## src/hw/rtl/jsu_pkg.sv

```systemverilog
package jsu_pkg;

  // result kinds
  typedef enum logic [1:0] {
    KindByte = 2'd0,
    KindDone = 2'd1,
    KindErr  = 2'd2
  } kind_e;

  // error codes
  localparam logic [3:0] ErrNoQuote    = 4'd0;
  localparam logic [3:0] ErrCtrlChar   = 4'd1;
  localparam logic [3:0] ErrBadEscape  = 4'd2;
  localparam logic [3:0] ErrBadHex     = 4'd3;
  localparam logic [3:0] ErrIncomplete = 4'd4;
  localparam logic [3:0] ErrNoLowSurr  = 4'd5;
  localparam logic [3:0] ErrLowRange   = 4'd6;
  localparam logic [3:0] ErrLoneLow    = 4'd7;
  localparam logic [3:0] ErrUnterm     = 4'd8;
  localparam logic [3:0] ErrNone       = 4'd0;

  // command queue sizing
  localparam int unsigned QDepth = 4;
  localparam int unsigned QPtrW  = $clog2(QDepth);
  localparam int unsigned QCntW  = $clog2(QDepth + 1);

  // encoded bytes of one code point, cnt is the byte count minus one
  typedef struct packed {
    logic [1:0]      cnt;
    logic [3:0][7:0] bytes;
  } utf8_t;

  // one queued command: all results caused by one input transaction
  typedef struct packed {
    kind_e           kind;
    logic [3:0]      code;
    logic [1:0]      cnt;
    logic [3:0][7:0] bytes;
  } cmd_t;

  // utf-8 encoding of a code point up to 0x10ffff
  function automatic utf8_t utf8_encode(logic [20:0] cp);
    utf8_t r;
    r.bytes = '0;
    if (cp <= 21'h7F) begin
      r.cnt      = 2'd0;
      r.bytes[0] = cp[7:0];
    end else if (cp <= 21'h7FF) begin
      r.cnt      = 2'd1;
      r.bytes[0] = 8'hC0 | {3'b000, cp[10:6]};
      r.bytes[1] = 8'h80 | {2'b00, cp[5:0]};
    end else if (cp <= 21'hFFFF) begin
      r.cnt      = 2'd2;
      r.bytes[0] = 8'hE0 | {4'b0000, cp[15:12]};
      r.bytes[1] = 8'h80 | {2'b00, cp[11:6]};
      r.bytes[2] = 8'h80 | {2'b00, cp[5:0]};
    end else begin
      r.cnt      = 2'd3;
      r.bytes[0] = 8'hF0 | {5'b00000, cp[20:18]};
      r.bytes[1] = 8'h80 | {2'b00, cp[17:12]};
      r.bytes[2] = 8'h80 | {2'b00, cp[11:6]};
      r.bytes[3] = 8'h80 | {2'b00, cp[5:0]};
    end
    return r;
  endfunction

endpackage

```

## src/hw/rtl/jsu_front.sv

```systemverilog
module jsu_front (
  input  logic          clk_i,
  input  logic          rst_ni,
  input  logic          in_valid_i,
  output logic          in_stall_o,
  input  logic          req_type_i,
  input  logic [7:0]    data_byte_i,
  input  logic          q_full_i,
  output logic          push_o,
  output jsu_pkg::cmd_t push_cmd_o
);
  import jsu_pkg::*;

  // decode phases
  localparam logic [2:0] PhIdle   = 3'd0;
  localparam logic [2:0] PhStr    = 3'd1;
  localparam logic [2:0] PhEsc    = 3'd2;
  localparam logic [2:0] PhHexA   = 3'd3;
  localparam logic [2:0] PhSurrBs = 3'd4;
  localparam logic [2:0] PhSurrU  = 3'd5;
  localparam logic [2:0] PhHexB   = 3'd6;

  logic [2:0]  phase_q, phase_d;
  logic [15:0] acc_q, acc_d;
  logic [1:0]  dcnt_q, dcnt_d;
  logic [9:0]  hi_q, hi_d;

  logic        accept;
  logic        has_res;
  cmd_t        cmd;
  logic [3:0]  hv;
  logic        hex_ok;
  logic [7:0]  hsub;
  logic [15:0] acc_new;
  logic [20:0] cp_pair;

  assign in_stall_o = q_full_i;
  assign accept     = in_valid_i && !q_full_i;

  // hex digit value
  always_comb begin
    hex_ok = 1'b1;
    hsub   = 8'h00;
    if (data_byte_i >= 8'h30 && data_byte_i <= 8'h39) begin
      hsub = data_byte_i - 8'h30;
    end else if (data_byte_i >= 8'h61 && data_byte_i <= 8'h66) begin
      hsub = data_byte_i - 8'h57;
    end else if (data_byte_i >= 8'h41 && data_byte_i <= 8'h46) begin
      hsub = data_byte_i - 8'h37;
    end else begin
      hex_ok = 1'b0;
    end
    hv = hsub[3:0];
  end

  assign acc_new = {acc_q[11:0], hv};
  // supplementary code point from the pending high half and the new low half
  assign cp_pair = {1'b0, hi_q, acc_new[9:0]} + 21'h10000;

  // phase machine and command build
  always_comb begin
    utf8_t u;
    phase_d = phase_q;
    acc_d   = acc_q;
    dcnt_d  = dcnt_q;
    hi_d    = hi_q;
    has_res = 1'b0;
    cmd     = '{kind: KindByte, code: ErrNone, cnt: 2'd0, bytes: '0};
    u       = '{cnt: 2'd0, bytes: '0};

    if (req_type_i) begin
      // end of text always reports an error and returns to idle
      has_res  = 1'b1;
      cmd.kind = KindErr;
      unique case (phase_q)
        PhStr:                  cmd.code = ErrUnterm;
        PhEsc, PhHexA, PhHexB:  cmd.code = ErrIncomplete;
        PhSurrBs, PhSurrU:      cmd.code = ErrNoLowSurr;
        default:                cmd.code = ErrNoQuote;
      endcase
    end else begin
      unique case (phase_q)
        PhStr: begin
          if (data_byte_i == 8'h22) begin
            has_res  = 1'b1;
            cmd.kind = KindDone;
          end else if (data_byte_i == 8'h5C) begin
            phase_d = PhEsc;
          end else if (data_byte_i < 8'h20) begin
            has_res  = 1'b1;
            cmd.kind = KindErr;
            cmd.code = ErrCtrlChar;
          end else begin
            has_res      = 1'b1;
            cmd.bytes[0] = data_byte_i;
          end
        end
        PhEsc: begin
          phase_d = PhStr;
          has_res = 1'b1;
          case (data_byte_i)
            8'h22, 8'h5C, 8'h2F: cmd.bytes[0] = data_byte_i;
            8'h62:               cmd.bytes[0] = 8'h08;
            8'h66:               cmd.bytes[0] = 8'h0C;
            8'h6E:               cmd.bytes[0] = 8'h0A;
            8'h72:               cmd.bytes[0] = 8'h0D;
            8'h74:               cmd.bytes[0] = 8'h09;
            8'h75: begin
              has_res = 1'b0;
              acc_d   = '0;
              dcnt_d  = '0;
              phase_d = PhHexA;
            end
            default: begin
              cmd.kind = KindErr;
              cmd.code = ErrBadEscape;
            end
          endcase
        end
        PhHexA, PhHexB: begin
          if (!hex_ok) begin
            has_res  = 1'b1;
            cmd.kind = KindErr;
            cmd.code = ErrBadHex;
          end else if (dcnt_q != 2'd3) begin
            acc_d  = acc_new;
            dcnt_d = dcnt_q + 2'd1;
          end else begin
            acc_d  = acc_new;
            dcnt_d = '0;
            if (phase_q == PhHexA) begin
              if (acc_new >= 16'hD800 && acc_new <= 16'hDBFF) begin
                hi_d    = acc_new[9:0];
                phase_d = PhSurrBs;
              end else if (acc_new >= 16'hDC00 && acc_new <= 16'hDFFF) begin
                has_res  = 1'b1;
                cmd.kind = KindErr;
                cmd.code = ErrLoneLow;
              end else begin
                u            = utf8_encode({5'b00000, acc_new});
                has_res      = 1'b1;
                cmd.cnt      = u.cnt;
                cmd.bytes    = u.bytes;
                phase_d      = PhStr;
              end
            end else begin
              if (acc_new < 16'hDC00 || acc_new > 16'hDFFF) begin
                has_res  = 1'b1;
                cmd.kind = KindErr;
                cmd.code = ErrLowRange;
              end else begin
                u         = utf8_encode(cp_pair);
                has_res   = 1'b1;
                cmd.cnt   = u.cnt;
                cmd.bytes = u.bytes;
                acc_d     = '0;
                hi_d      = '0;
                phase_d   = PhStr;
              end
            end
          end
        end
        PhSurrBs: begin
          if (data_byte_i == 8'h5C) begin
            phase_d = PhSurrU;
          end else begin
            has_res  = 1'b1;
            cmd.kind = KindErr;
            cmd.code = ErrNoLowSurr;
          end
        end
        PhSurrU: begin
          if (data_byte_i == 8'h75) begin
            acc_d   = '0;
            dcnt_d  = '0;
            phase_d = PhHexB;
          end else begin
            has_res  = 1'b1;
            cmd.kind = KindErr;
            cmd.code = ErrNoLowSurr;
          end
        end
        default: begin
          // idle, and unused codes: wait for the opening quote
          if (data_byte_i == 8'h22) begin
            acc_d   = '0;
            dcnt_d  = '0;
            hi_d    = '0;
            phase_d = PhStr;
          end else begin
            has_res  = 1'b1;
            cmd.kind = KindErr;
            cmd.code = ErrNoQuote;
          end
        end
      endcase
    end

    // done and error both return to idle with cleared state
    if (has_res && cmd.kind != KindByte) begin
      phase_d = PhIdle;
      acc_d   = '0;
      dcnt_d  = '0;
      hi_d    = '0;
    end
  end

  assign push_o     = accept && has_res;
  assign push_cmd_o = cmd;

  // state registers
  always_ff @(posedge clk_i or negedge rst_ni) begin
    if (!rst_ni) begin
      phase_q <= PhIdle;
      acc_q   <= '0;
      dcnt_q  <= '0;
      hi_q    <= '0;
    end else if (accept) begin
      phase_q <= phase_d;
      acc_q   <= acc_d;
      dcnt_q  <= dcnt_d;
      hi_q    <= hi_d;
    end
  end

endmodule

```

## src/hw/rtl/jsu_queue.sv

```systemverilog
module jsu_queue (
  input  logic          clk_i,
  input  logic          rst_ni,
  input  logic          push_i,
  input  jsu_pkg::cmd_t push_cmd_i,
  output logic          full_o,
  input  logic          pop_i,
  output logic          empty_o,
  output jsu_pkg::cmd_t head_o
);
  import jsu_pkg::*;

  cmd_t             mem_q [QDepth];
  logic [QPtrW-1:0] wr_ptr_q, rd_ptr_q;
  logic [QCntW-1:0] cnt_q;
  logic             do_push, do_pop;

  assign full_o  = (cnt_q == QCntW'(QDepth));
  assign empty_o = (cnt_q == '0);
  assign head_o  = mem_q[rd_ptr_q];
  assign do_push = push_i && !full_o;
  assign do_pop  = pop_i && !empty_o;

  // command storage
  always_ff @(posedge clk_i) begin
    if (do_push) begin
      mem_q[wr_ptr_q] <= push_cmd_i;
    end
  end

  // pointers and fill count
  always_ff @(posedge clk_i or negedge rst_ni) begin
    if (!rst_ni) begin
      wr_ptr_q <= '0;
      rd_ptr_q <= '0;
      cnt_q    <= '0;
    end else begin
      if (do_push) begin
        wr_ptr_q <= (wr_ptr_q == QPtrW'(QDepth - 1)) ? '0 : wr_ptr_q + 1'b1;
      end
      if (do_pop) begin
        rd_ptr_q <= (rd_ptr_q == QPtrW'(QDepth - 1)) ? '0 : rd_ptr_q + 1'b1;
      end
      if (do_push && !do_pop) begin
        cnt_q <= cnt_q + 1'b1;
      end else if (do_pop && !do_push) begin
        cnt_q <= cnt_q - 1'b1;
      end
    end
  end

endmodule

```

## src/hw/rtl/jsu_back.sv

```systemverilog
module jsu_back (
  input  logic          clk_i,
  input  logic          rst_ni,
  input  logic          empty_i,
  input  jsu_pkg::cmd_t head_i,
  output logic          pop_o,
  output logic          out_valid_o,
  input  logic          out_stall_i,
  output logic [1:0]    result_kind_o,
  output logic [7:0]    out_byte_o,
  output logic [3:0]    error_code_o,
  output logic          last_of_run_o
);
  import jsu_pkg::*;

  logic       valid_q;
  logic [1:0] idx_q;
  logic [1:0] kind_q;
  logic [7:0] byte_q;
  logic [3:0] code_q;
  logic       last_q;
  logic       load;
  logic       is_last;

  // output register takes a new result when empty or being taken
  assign load    = !empty_i && (!valid_q || !out_stall_i);
  assign is_last = (idx_q == head_i.cnt);
  assign pop_o   = load && is_last;

  // result index within the head command
  always_ff @(posedge clk_i or negedge rst_ni) begin
    if (!rst_ni) begin
      valid_q <= 1'b0;
      idx_q   <= '0;
    end else begin
      if (load) begin
        valid_q <= 1'b1;
        idx_q   <= is_last ? 2'd0 : idx_q + 2'd1;
      end else if (!out_stall_i) begin
        valid_q <= 1'b0;
      end
    end
  end

  // result payload
  always_ff @(posedge clk_i) begin
    if (load) begin
      kind_q <= head_i.kind;
      byte_q <= head_i.bytes[idx_q];
      code_q <= head_i.code;
      last_q <= is_last;
    end
  end

  assign out_valid_o   = valid_q;
  assign result_kind_o = kind_q;
  assign out_byte_o    = byte_q;
  assign error_code_o  = code_q;
  assign last_of_run_o = last_q;

endmodule

```

## src/hw/rtl/json_string_unescape_utf8.sv

```systemverilog
// Streaming JSON string unescaper. Feed the bytes of one quoted string token,
// opening quote first, one byte per transaction (req_type_i = 1 marks end of
// text). The block accepts one byte per cycle while the queue is not full; each
// byte yields zero to four results (decoded bytes, a done mark or an error),
// delivered on the output channel one per cycle while out_stall_i is low, with
// last_of_run_o on the final result of that byte. A four-entry command queue
// between decoder and output serializer absorbs multi-byte UTF-8 output;
// in_stall_o rises only while that queue is full, so sustained input rate is one
// byte per cycle while the average result count stays at one and out_stall_i
// stays low. A byte's first result passes the queue and the output register.
// After done or any error the block waits for a new opening quote.
module json_string_unescape_utf8 (
  input  logic       clk_i,
  input  logic       rst_ni,
  input  logic       in_valid_i,
  output logic       in_stall_o,
  input  logic       req_type_i,
  input  logic [7:0] data_byte_i,
  output logic       out_valid_o,
  input  logic       out_stall_i,
  output logic [1:0] result_kind_o,
  output logic [7:0] out_byte_o,
  output logic [3:0] error_code_o,
  output logic       last_of_run_o
);
  import jsu_pkg::*;

  logic q_full, q_empty, push, pop;
  cmd_t push_cmd, head;

  // decoder and phase tracking
  jsu_front u_front (
    .clk_i       (clk_i),
    .rst_ni      (rst_ni),
    .in_valid_i  (in_valid_i),
    .in_stall_o  (in_stall_o),
    .req_type_i  (req_type_i),
    .data_byte_i (data_byte_i),
    .q_full_i    (q_full),
    .push_o      (push),
    .push_cmd_o  (push_cmd)
  );

  // command queue
  jsu_queue u_queue (
    .clk_i      (clk_i),
    .rst_ni     (rst_ni),
    .push_i     (push),
    .push_cmd_i (push_cmd),
    .full_o     (q_full),
    .pop_i      (pop),
    .empty_o    (q_empty),
    .head_o     (head)
  );

  // result serializer
  jsu_back u_back (
    .clk_i         (clk_i),
    .rst_ni        (rst_ni),
    .empty_i       (q_empty),
    .head_i        (head),
    .pop_o         (pop),
    .out_valid_o   (out_valid_o),
    .out_stall_i   (out_stall_i),
    .result_kind_o (result_kind_o),
    .out_byte_o    (out_byte_o),
    .error_code_o  (error_code_o),
    .last_of_run_o (last_of_run_o)
  );

endmodule
```

## config.mk

```make
export PLATFORM = sky130hd
export DESIGN_NAME = json_string_unescape_utf8
export DESIGN_NICKNAME = d
export VERILOG_FILES = /design/src/hw/rtl/jsu_pkg.sv /design/src/hw/rtl/jsu_front.sv /design/src/hw/rtl/jsu_queue.sv /design/src/hw/rtl/jsu_back.sv /design/src/hw/rtl/json_string_unescape_utf8.sv
export SDC_FILE = /design/constraint.sdc
export NUM_CORES = 1
export LEC_CHECK = 0
export BUFFER_PORTS_ARGS = -buffer_cell sky130_fd_sc_hd__clkbuf_2
export CAP_MARGIN = 30
export CORE_ASPECT_RATIO = 0.7
export CORE_UTILIZATION = 62
export DETAILED_ROUTE_END_ITERATION = 6
export PLACE_DENSITY = 0.85
export SLEW_MARGIN = 5
export SYNTH_ARGS = -nofsm -noshare
export SYNTH_HDL_FRONTEND = slang
export SYNTH_SLANG_ARGS = --single-unit
```

## constraint.sdc

```tcl
create_clock -name clk_i -period 4.5 [get_ports clk_i]
set_clock_uncertainty 0.1 [all_clocks]
set_input_delay 1.35 -clock clk_i [delete_from_list [all_inputs] [get_ports clk_i]]
set_output_delay 1.35 -clock clk_i [all_outputs]
set_load 0.005 [all_outputs]
```

# == Yosys cells after proc, flatten, opt, wreduce, memory -nomap -nowiden ==
# Memories as Yosys holds them, arrays and structs flattened.
# Cells that the tools add are included.
# totals
memories,1
elab_cells,242
reg_bits,52
ram_bits,160
in_bits,13
# memory_table
memory,words,word_bits,rd,rd_clocked_by_memory_dff,write_ports,line_no,text
u_queue.mem_q,4,40,1,0,1,jsu_queue.sv:13,cmd_t mem_q [QDepth];
# classes
n_mux,126
addsub,10
n_eq_ne,34
n_lt_le_gt_ge,19
n_reduce_logical,39
# ops
operator,count
2-to-1 mux 24 bit,19
2-to-1 mux 34 bit,4
2-to-1 mux 40 bit,3
2-to-1 mux 12 bit,8
2-to-1 mux 10 bit,8
2-to-1 mux 8 bit,8
2-to-1 mux 6 bit,10
"equality test 8 x 7 -> 1 bit, second input constant",7
2-to-1 mux 16 bit,3
case mux 8 bit (6 select lines),1
2-to-1 mux 3 bit,15
case mux 12 bit (3 select lines),1
">= comparator 16 bit, second input constant",2
"less-or-equal comparator 16 bit, second input constant",2
2-to-1 mux 2 bit,15
case mux 6 bit (5 select lines),1
2-to-1 mux 26 bit,1
case mux 8 bit (3 select lines),1
2-to-1 mux 22 bit,1
"adder 20 x 17 -> 21 bit, second input constant",1
"less-or-equal comparator 21 x 11 -> 1 bit, second input constant",1
"less-or-equal comparator 21 x 16 -> 1 bit, second input constant",1
"less-or-equal comparator 21 x 7 -> 1 bit, second input constant",1
case mux 10 bit (2 select lines),1
other kinds (50),113

# == Longest topological paths before layout ==
# Gate-level depths: netlist (run 1).
# logic_depth
depth_word,28
mapped_depth,15
ltp_nobuf,14

# == Hierarchy ==
# Synthesis (run 1) repeated with hierarchy kept, for this count alone.
# unflattened
cells_unflattened,733
area_unflattened_um2,10327.4
# by_module_without_submodules
module,n_inst,area_each_um2,cells_per_inst,seq_area_each_um2
jsu_queue,1,6211.0,247,4979.8
jsu_front,1,3260.6,441,675.6
jsu_back,1,855.8,45,525.5

# == Least setup slack after synthesis (run 1) ==
# No wires, ideal clock.
# synth_path
path_type,input to register
from,input data_byte_i[0]
to,"memory u_queue.mem_q[3][0] in the netlist's numbering, enable pin"
path_slack_ns,-0.125
stages,10
n_path_buf,1
arrival_time_ns,4.129
setup_time_ns,0.397
required_time_ns,4.003
path_cell_list,inv_2 ha_1 or3b_1 and3_1 buf_6 o21ai_0 o311a_1 o22ai_1 a41oi_1 and2_1
# synth_between
elab_chain_len,17
# synth_lines
element,line_no,text
from (decl),json_string_unescape_utf8.sv:18,"input logic [7:0] data_byte_i,"
>= comparator 8 x 7 -> 1 bit or less-or-equal comparator 8 x 7 -> 1 bit (tied branches),jsu_front.sv:48,end else if (data_byte_i >= 8'h41 && data_byte_i <= 8'h46) begin
logical AND 1 bit,jsu_front.sv:48,
2-to-1 mux 4 bit,jsu_front.sv:48,
2-to-1 mux 4 bit,jsu_front.sv:46,end else if (data_byte_i >= 8'h61 && data_byte_i <= 8'h66) begin
2-to-1 mux 4 bit,jsu_front.sv:44,if (data_byte_i >= 8'h30 && data_byte_i <= 8'h39) begin
>= comparator 16 bit or less-or-equal comparator 16 bit (tied branches),jsu_front.sv:132,if (acc_new >= 16'hD800 && acc_new <= 16'hDBFF) begin
logical AND 1 bit,jsu_front.sv:132,
2-to-1 mux 1 bit,jsu_front.sv:132,
[... 2 more ...],n/a,
2-to-1 mux 1 bit,jsu_front.sv:121,if (!hex_ok) begin
case mux 1 bit (4 select lines) *,jsu_front.sv:82,unique case (phase_q)
2-to-1 mux 1 bit *,jsu_front.sv:71,if (req_type_i) begin
logical AND 1 bit *,jsu_front.sv:208,assign push_o = accept && has_res;
logical AND 1 bit *,jsu_queue.sv:21,assign do_push = push_i && !full_o;
named net u_queue.do_push,jsu_queue.sv:16,"logic do_push, do_pop;"
2-to-1 mux 1 bit *,jsu_queue.sv:26,if (do_push) begin
2-to-1 mux 1 bit (not written as such) *,jsu_queue.sv:27,mem_q[wr_ptr_q] <= push_cmd_i;
to (decl),jsu_queue.sv:13,
# Mark *: on every way through the listed nets, which the timed path passes. The rest lies on a longest branch.

==> reports/results.ini, run 1 <==
[status]
status = finished clean

[layout]
final_cell_mix = edfxtp_1 (159), nand2_1 (59), buf_4 (46)
nets = 819
drive_gt1_share_pct = 23.6
stdcell_count = 1000
area_growth_pct = 13.1
final_common_cell = edfxtp_1
antennaDiodeCount = 0

[clock_tree]
clockBufferDepth = 2
clk-insertion-delay-late_ns = 0.44
cts.clk_slew.worst_paths_ns = 0.08
cts_setup_buffers = 0
cts_buffers = 17
cts_tree = yes
cts_htree_levels = 4
ctsResizeCount = 0
cts_root_buf = clkbuf_16
clock-sinks = 196
postCtsHoldBufs = 0

[min_path]
hp-start = u_queue.cnt_q[2]
hold_class = flop to flop
hold_path_end = u_queue.cnt_q[2]
min_path_cells = 1

[place]
dp.final_hpwl_um = 16800
pre_cts_slack_ns = -0.00866
io_buffers = 29
dpl.cell_count = 967
gp_congestion = 0.959

[grt]
grt-ovfl-total = 0
grtUsageTotal_pct = 32.9
antenna_found_initial = 1
grt_pass1_wl_um = 38100
grt_pass1_vias = 6585
grt_max_degree = 39

[floorplanning]
core_area_um2 = 15000
rows = 37
start_util_pct = 64.7
ios = 30
die_w_um = 152
dieArea_um2 = 16200
die-height_um = 107

[sta]
tns_ns = 0
period_minus_slack_ns = 4.14
worst_slew_margin_rel_pct = 45.3
worst_slack_ns = 0.361
period_share_pct = 92.0
slew_violations = 0
hold_ws_ns = 0.389
setup_viol = 0
fmax_ghz = 0.242
rsz0062_at_grt = no
hold_viol = 0
worstMarginPinSlew_ns = 0.813

[drt]
ant_nets = 0
drc = 0
wl_um = 25000
vias = 6965
first_pass_iters = 6
wire_per_inst_um = 25.0
avgViaCountPerCell = 6.97
drt_iter0_markers = 938

[power_and_ir_drop]
p_leak_nw = 3.74
power_density_nw_per_um2 = 509
fin_total_pwr_mw = 5.59
irDropWorstVdd_mv = 0.333

[synthesis]
synth_edf_count = 159
synth_top_flop_cell = edfxtp_1
synth_area_um2 = 9710
ys_seq_area_share_pct = 58.7
ys_ff_latch = 196
yosys-top-cells-area = edfxtp_1 (49%), mux4_2 (9.7%), dfrtp_1 (9.5%)
syn_avg_cell_area_um2 = 13.2
async_flop_share_pct = 18.9
syn_inst = 735
synth_fp_nets = 762
yosysTopAreaCell = edfxtp_1
synth_top_cell_area_share_pct = 49.2
synth_cell_type_count = 83
yosys_warnings = 0

[critical_path]
path_class = input pin to flop
crit_slowest_cell = or3b_1
max_stage_delay_ns = 0.39
reg2reg_depth = 9
critPathCaptureType = flop
rrSetupSlack_ns = 1.11
crit_buf_inv = 5
crit_chain = clkbuf_2, inv_2, ha_1, or3b_1, and3_1, buf_4, a22oi_4, nor4_2, mux2i_1, buf_4, mux2i_1, or3_1, a21oi_1, buf_4
arrival_ns = 4.36
reg2reg_from = u_front.phase_q[1]
crit_top_cell = buf_4
rr_endpoint = u_front.acc_q[2]
start_kind = input pin
critPathRequiredTime_ns = 4.72
critPathTopFamily = simple AND/OR/NAND/NOR gates
crit_path_max_fanout = 15

[job]
cap_viol_max_count = 0

==> cell usage after synthesis, types with 10 or more instances <==
cell type	n
mux4_2	42
edfxtp_1	159
and2_1	11
nand2_1	59
buf_2	10
clkbuf_1	25
nor3_1	10
inv_1	26
o21ai_1	13
o21ai_0	33
a22o_1	13
dfrtp_1	37
nor2_1	44
a21oi_1	33
nand3_1	29
ha_1	13
==> worst max-delay path by stage <==
stage	startpoint	to	slack, ns	cells past startpoint
floorplan	data_byte_i[0]	u_queue.cnt_q[2]	0.03	15
global placement	data_byte_i[0]	u_queue.mem_q[0][4]	0.06	15
detailed placement	data_byte_i[1]	u_queue.cnt_q[2]	-0.009	15
CTS	data_byte_i[1]	u_queue.mem_q[2][4]	0.42	15
global route	data_byte_i[0]	u_queue.cnt_q[2]	0.21	15
finish	data_byte_i[1]	u_queue.mem_q[2][19]	0.36	14
==> kinds of logic after synthesis <==
kind of cell / after synthesis / share of synthesized area, %
AND/OR/NAND/NOR: 226 / 12.6
flip-flops: 196 / 58.7
AO/OA/AOI/OAI: 166 / 12.0
buffers and inverters: 71 / 3.11
multiplexers: 55 / 11.1
adder cells (fa/ha/maj): 14 / 1.88
XOR/XNOR: 7 / 0.631
==> per-layer routing <==
metal	wire (µm)	global-route usage, %	up-vias
met1	10600	48.2	3462
met4	430	9.34	2
met2	11300	49.0	459
met5	13	0	-
li1	-	-	2991
met3	2670	8.13	51
==> state kept, by name (all words and copies together) (netlist names) <==
register              count
u_back.last_of_run_o      1
u_back.result_kind_o      2
u_back.idx_q              2
u_back.out_valid_o        1
u_queue.rd_ptr_q          2
u_back.error_code_o       4
u_queue.wr_ptr_q          2
u_queue.cnt_q             3
u_front.acc_q            12
u_queue.mem_q           144
u_front.phase_q           3
u_back.out_byte_o         8
u_front.hi_q             10
u_front.dcnt_q            2
==> power by group <==
| group | internal [mW] | switching [mW] |
|---|---|---|
| clock network | 0.803 | 0.743 |
| registers | 2.46 | 0.223 |
| logic | 0.662 | 0.694 |
==> area by class of cell <==
| cell class | instances | area [µm²] |
|---|---|---|
| Clock buffer | 18 | 429 |
| Clock inverter | 14 | 180 |
| Fill cell | 974 | 4020 |
| Inverter | 29 | 109 |
| Multi-Input combinational cell | 468 | 3720 |
| Sequential cell | 196 | 5700 |
| Tap cell | 195 | 244 |
| Timing Repair Buffer | 80 | 598 |
==> metrics by stage <==
step / utilization, % / area (µm²)
finish: 73.2 / 11000
global route: 73.2 / 11000
CTS: 73.0 / 11000
detailed placement: 69.0 / 10300
global placement: 69.0 / 10300
floorplan: - / 9720
Note: power is estimated with default switching activity, not from simulation.
==> run 2, diff against run 1 <==
--- a/config.mk
+++ b/config.mk
@@ -9,7 +9,7 @@
 export CAP_MARGIN = 30
 export CORE_ASPECT_RATIO = 0.7
-export CORE_UTILIZATION = 62
+export CORE_UTILIZATION = 30
 export DETAILED_ROUTE_END_ITERATION = 6
-export PLACE_DENSITY = 0.85
+export PLACE_DENSITY = 0.5
 export SLEW_MARGIN = 5
 export SYNTH_ARGS = -nofsm -noshare
==> constraint.sdc (replaced) <==
create_clock -name clk_i -period 4.5 [get_ports clk_i]
set_clock_uncertainty 0.1 [all_clocks]
set_input_delay 0.9 -clock clk_i [delete_from_list [all_inputs] [get_ports clk_i]]
set_output_delay 0.9 -clock clk_i [all_outputs]
set_load 0.005 [all_outputs]
==> run 2 against run 1 <==
Against the previous run:
- register-to-register slack got worse by 0.09 ns
- via count decreased by 6.7%
- non-clock buffer count is 13 lower
- hold slack worse by 0.14 ns
- clock-buffer cell count decreased by 1
- utilization is 38 points lower
- largest cell class unchanged
- highest routed layer is now met4
==> reports/results.ini, run 2 (synthesis gave the netlist of run 1 again) <==
[power_and_ir_drop]
power_density_nw_per_um2 = 497  ; -2.3%
irDropWorstVdd_mv = 0.215  ; -35%
p_seq_share_pct = 47.4  ; -0.7 points
combPwrFrac_pct = 24.7  ; +0.4 points
swShare_pct = 29.3  ; -0.46 points
p_leak_nw = 3.67  ; -1.8%
clkPwrFrac_pct = 27.9  ; +0.2 points
fin_total_pwr_mw = 5.55  ; -0.71%
switchingPower_mw = 1.62  ; -2.2%
p_int_mw = 3.92  ; about the same

[place]
gp_congestion = 0.880  ; -8.2%
dp.final_hpwl_um = 17500  ; +4.2%
place_area_um2 = 10500  ; +2.0%
io_buffers = 29  ; unchanged

[clock_tree]
cts_buffers = 17  ; unchanged
clk-insertion-delay-late_ns = 0.46  ; +0.02 ns
ctsResizeCount = 0  ; unchanged
cts_root_buf = clkbuf_16
cts_setup_buffers = 0  ; unchanged
cts_tree = yes
clock-sinks = 196  ; unchanged
cts.clk_slew.worst_paths_ns = 0.08  ; about the same
postCtsHoldBufs = 0  ; unchanged
cts_htree_levels = 4  ; unchanged
clockBufferDepth = 2  ; unchanged

[drt]
first_pass_iters = 5  ; -1
vias = 6496  ; -6.7%
drt_iter0_markers = 725  ; -23%
avgViaCountPerCell = 5.36  ; -23%
drc = 0  ; unchanged
wl_um = 24500  ; -2.1%
wire_per_inst_um = 20.2  ; -19%
ant_nets = 0  ; unchanged

[job]
cap_viol_max_count = 0  ; unchanged

[layout]
antennaDiodeCount = 0  ; unchanged
design_area_um2 = 11200  ; +1.6%
largest_reg_flops = 144  ; unchanged
final_cell_mix = edfxtp_1 (159), nand2_1 (59), nor2_1 (44)
final_common_cell = edfxtp_1
nFillCells = 3088  ; +220%
nets = 806  ; -1.6%
top_register = u_queue.mem_q
area_growth_pct = 14.9
top_regs = u_queue.mem_q x144, u_front.acc_q x12, u_front.hi_q x10
multiInputGateArea_um2 = 3720  ; unchanged
seq_area_um2 = 5700  ; unchanged
drive_gt1_share_pct = 22.5  ; -1.1 points

[floorplanning]
rows = 54  ; +46%
dieArea_um2 = 33100  ; +100%
die-height_um = 153  ; +43%
ios = 30  ; unchanged
die_w_um = 217  ; +43%
core_area_um2 = 31500  ; +110%
start_util_pct = 30.8  ; -34 points

[sta]
hold_ws_ns = 0.247  ; -0.142 ns
slew_violations = 0  ; unchanged
period_minus_slack_ns = 3.88  ; -0.257 ns
fmax_ghz = 0.258  ; +6.6%
period_share_pct = 86.3  ; -5.7 points
setup_viol = 0  ; unchanged
worstMarginPinSlew_ns = 0.911  ; +0.0972 ns
tns_ns = 0  ; unchanged
worst_slew_margin_rel_pct = 38.8  ; -6.5 points
hold_viol = 0  ; unchanged
rsz0062_at_grt = no

[critical_path]
path_class = input pin to flop
rrSetupSlack_ns = 1.02  ; -0.09 ns
start_kind = input pin
critPathRequiredTime_ns = 4.77  ; +0.05 ns
critPathCaptureType = flop
arrival_ns = 4.15  ; -0.21 ns
crit_path_max_fanout = 7  ; -8

[grt]
grtUsageTotal_pct = 15.6  ; -17 points
grt_pass1_wl_um = 38700  ; +1.6%
grt_max_degree = 31  ; -21%
grt_pass1_vias = 6353  ; -3.5%
antenna_found_initial = 0  ; -1
grt-ovfl-total = 0  ; unchanged

[min_path]
hold_class = input pin to asynchronous set/reset pin

[status]
status = finished clean

-- run 2: power groups by stage --
stage                     clock (mW)  combinational (mW)  sequential (mW)
after detailed placement           0                1.41             2.68
after floorplan                    0               0.954             2.61
after global routing            1.65                1.51             2.68
final                           1.55                1.37             2.63
after CTS                       1.58                1.42             2.64
after global placement             0                1.41             2.67
-- run 2: path summary, 6_finish.rpt --
path	depth (start not counted)	startpoint	endpoint
max	15	data_byte_i[0]	u_queue.cnt_q[2]
min	1	rst_ni	u_front.acc_q[4]
max reg2reg	8	u_front.acc_q[1]	u_queue.mem_q[0][18]
min reg2reg	1	u_front.dcnt_q[0]	u_front.dcnt_q[0]
max in group asynchronous	2	rst_ni	u_queue.rd_ptr_q[0]
min in group clk_i	1	u_front.dcnt_q[0]	u_front.dcnt_q[0]
-- run 2: metrics by stage --
stage          utilization [%]  worst slack [ns]  cells
4_1_cts                   35.4             0.643   1212
3_3_place_gp              33.5             0.218   1180
5_1_grt                   35.4             0.372   1212
3_5_place_dp              33.5             0.163   1180
6_report                  35.4             0.618   1212
2_1_floorplan                -             0.325    735
-- run 2: cell type report --
| cell class | count | share of cell area (%) |
|---|---|---|
| well taps | 420 | 4.71 |
| repair buffers | 67 | 4.42 |
| flip-flops and latches | 196 | 51.1 |
| multi-input cells | 468 | 33.3 |
| clock buffers | 17 | 3.81 |
| inverters | 29 | 0.976 |
| clock inverters | 15 | 1.64 |
-- run 2: metal layers --
| layer | global-route usage (%) | vias up | routed length [µm] |
|---|---|---|---|
| met3 | 3.89 | 30 | 1600 |
| met5 | 0 | - | 0 |
| met4 | 4.33 | 0 | 367 |
| met2 | 21.3 | 230 | 10000 |
| li1 | - | 2963 | - |
| met1 | 24.0 | 3273 | 12500 |
-- run 2: critical path, stage by stage --
cell and delay, ns:
clkbuf_2 0.18, inv_2 0.08, ha_1 0.25, or3b_1 0.37, and3_1 0.31, o21ai_0 0.28
o311a_1 0.21, o22ai_1 0.09, a41oi_1 0.32, ha_1 0.24, inv_1 0.06, fa_1 0.42
xor2_1 0.17, nor2_1 0.11, xor2_1 0.14
==> run 3, diff against run 2 <==
PLACE_DENSITY = 0.49   (was 0.5)
SYNTH_HIERARCHICAL = 1   (was unset)
==> run 3 against run 2 <==
Against the previous run:
- register-to-register slack got worse by 0.15 ns
- sequential power increased by 5%
- sequential share of layout area is 0.24 points higher
- hold slack got worse by 0.075 ns
- clock power up 15%
- highest routed layer unchanged
- global-route usage down 0.43 points
- critical path depth down 5
- fmax decreased by 3.0%
- critical path type unchanged
- utilization rose by 0.30 points
- non-clock buffer count up 12
- die area increased by 6.3%
- final area grew 7.9%
==> reports/results.ini, run 3 <==
[status]
status = finished clean

[sta]
worst_slew_margin_rel_pct = 45.7  ; +6.9 points
setup_viol = 0  ; unchanged
rsz0062_at_grt = no
hold_viol = 0  ; unchanged
period_share_pct = 89.0  ; +2.7 points
hold_ws_ns = 0.171  ; -0.0754 ns
period_minus_slack_ns = 4.00  ; +0.122 ns
worst_slack_ns = 0.496  ; -0.122 ns
fmax_ghz = 0.250  ; -3.0%
worstMarginPinSlew_ns = 0.812  ; -0.0983 ns
slew_violations = 0  ; unchanged
tns_ns = 0  ; unchanged

[grt]
grt_pass1_vias = 6454  ; +1.6%
grt-ovfl-total = 0  ; unchanged
antenna_found_initial = 0  ; unchanged
grt_pass1_wl_um = 40100  ; +3.6%
grt_max_degree = 30  ; -3.2%
grtUsageTotal_pct = 15.2  ; -0.43 points

[drt]
wl_met2_um = 10400  ; +3.7%
wire_per_inst_um = 20.5  ; +1.6%
drc = 0  ; unchanged
ant_nets = 0  ; unchanged
route.met3.wl_um = 2150  ; +34%
wl_um = 26200  ; +7.0%
vias = 6704  ; +3.2%
avgViaCountPerCell = 5.25  ; -2.0%
first_pass_iters = 5  ; unchanged
drt_iter0_markers = 782  ; +7.9%
top_layer = met4
wl_met1_um = 13200  ; +5.7%

[layout]
top_regs = u_queue/mem_q x160, u_front/acc_q x12, u_front/hi_q x10
final_common_cell = edfxtp_1
top_register = u_queue/mem_q
nets = 823  ; +2.1%
largest_reg_flops = 160  ; +11%
antennaDiodeCount = 0  ; unchanged
area_growth_pct = 16.6
drive_gt1_share_pct = 23.6  ; +1.2 points
final_cell_mix = edfxtp_1 (175), nand2_1 (52), mux4_2 (45)

[synthesis]
synth_commonest_cells = edfxtp_1 (175), nand2_1 (52), mux4_2 (45)
yosys_warnings = 6  ; +6
ys_seq_area_share_pct = 59.8  ; +1.1 points
synth_top_flop_cell = edfxtp_1
synth_area_um2 = 10300  ; +6.4%
syn_avg_cell_area_um2 = 14.1  ; +6.6%
async_flop_share_pct = 17.5  ; -1.4 points
syn_inst = 733  ; -0.27%
post-synth-top-count-cell = edfxtp_1
yosysTopAreaCell = edfxtp_1
yosys-top-cells-area = edfxtp_1 (51%), mux4_2 (9.8%), dfrtp_1 (9.0%)
synth_top_cell_area_share_pct = 50.9  ; +1.7 points
ys_ff_latch = 212  ; +8.2%
synth_cell_type_count = 86  ; +3.6%
synth_edf_count = 175  ; +10%

[floorplanning]
dieArea_um2 = 35200  ; +6.3%
die-height_um = 157  ; +3.1%
start_util_pct = 30.6  ; -0.20 points
die_w_um = 224  ; +3.1%
core_area_um2 = 33700  ; +7.0%
rows = 56  ; +3.7%
ios = 30  ; unchanged

[clock_tree]
cts_setup_buffers = 0  ; unchanged
cts_buffers = 22  ; +5
cts.clk_slew.worst_paths_ns = 0.06  ; -0.02 ns
cts_root_buf = clkbuf_16
clock-sinks = 212  ; +8.2%
cts_htree_levels = 1  ; -3
postCtsHoldBufs = 0  ; unchanged
cts_tree = yes
ctsResizeCount = 0  ; unchanged
clk-insertion-delay-late_ns = 0.51  ; +0.05 ns
clockBufferDepth = 3  ; +1

[critical_path]
path_class = input pin to flop
critPathCaptureType = flop
arrival_ns = 4.15  ; about the same
crit_path_max_fanout = 9  ; +2
critPathRequiredTime_ns = 4.64  ; -0.13 ns
start_kind = input pin

[power_and_ir_drop]
irDropWorstVdd_mv = 0.258  ; +20%
fin_total_pwr_mw = 6.13  ; +11%
power_density_nw_per_um2 = 509  ; +2.4%
p_leak_nw = 4.26  ; +16%

[place]
pre_cts_slack_ns = 0.00774  ; -0.156 ns
gp_congestion = 0.929  ; +5.6%
io_buffers = 29  ; unchanged
dp.final_hpwl_um = 18600  ; +6.2%

[min_path]
hold_class = input pin to asynchronous set/reset pin

[job]
cap_viol_max_count = 0  ; unchanged

-- run 3: per-layer routing --
layer	track usage [%]	up-vias
met2	20.7	290
li1	-	3031
met4	3.03	0
met1	23.5	3348
met5	0	-
met3	4.20	35
-- run 3: kinds of logic after synthesis --
family,after synthesis,share of synthesized area (%)
adders and majority gates,14,1.77
DFF,212,59.8
xor gates and xnor gates,7,0.776
and+or+nand+nor,215,11.3
other,1,0.0363
buffers and inverters,63,2.77
AOI/OAI and AO/OA,156,11.0
muxes,65,12.5
-- run 3: critical path, cell delays in order --
cell	delay, ns
clkbuf_2	0.14
or4b_4	0.57
or4b_4	0.57
a22o_4	0.31
nor4_4	0.43
mux2i_1	0.27
buf_4	0.18
mux2_2	0.17
o211ai_2	0.09
a211oi_1	0.51
-- run 3: metrics by stage --
step | cell area (µm²) | cells | utilization, %
floorplan | 10300 | 735 | -
global placement | 11300 | 1235 | 33.6
detailed placement | 11300 | 1236 | 33.6
CTS | 12000 | 1276 | 35.7
global route | 12000 | 1276 | 35.7
finish | 12000 | 1276 | 35.7
-- run 3: path summary, 6_finish.rpt --
check                                   start                   end  slack [ns]  cells past startpoint
min reg2reg                 u_front/dcnt_q[1]     u_front/dcnt_q[1]        0.40                      1
min                                    rst_ni      u_queue/cnt_q[1]        0.17                      1
max in group asynchronous              rst_ni     u_front/acc_q[10]        3.68                      2
max                            data_byte_i[7]  u_queue/mem_q[0][11]        0.50                     10
max reg2reg                u_front/phase_q[0]      u_queue/cnt_q[1]        0.87                     10
min in group clk_i          u_front/dcnt_q[1]     u_front/dcnt_q[1]        0.40                      1
-- run 3: report_power, final --
group          internal, mW  switching, mW  leakage [nW]
logic                 0.798          0.777          1.78
clock network          1.05          0.738         0.341
registers              2.58          0.191          2.15
-- run 3: cell type report --
cell class,count,area [µm²]
Clock buffer,30,601
Clock inverter,10,104
Fill cell,3241,21700
Inverter,21,78.8
Sequential cell,212,6180
Multi-Input combinational cell,460,3870
Timing Repair Buffer,79,621
Tap cell,464,581
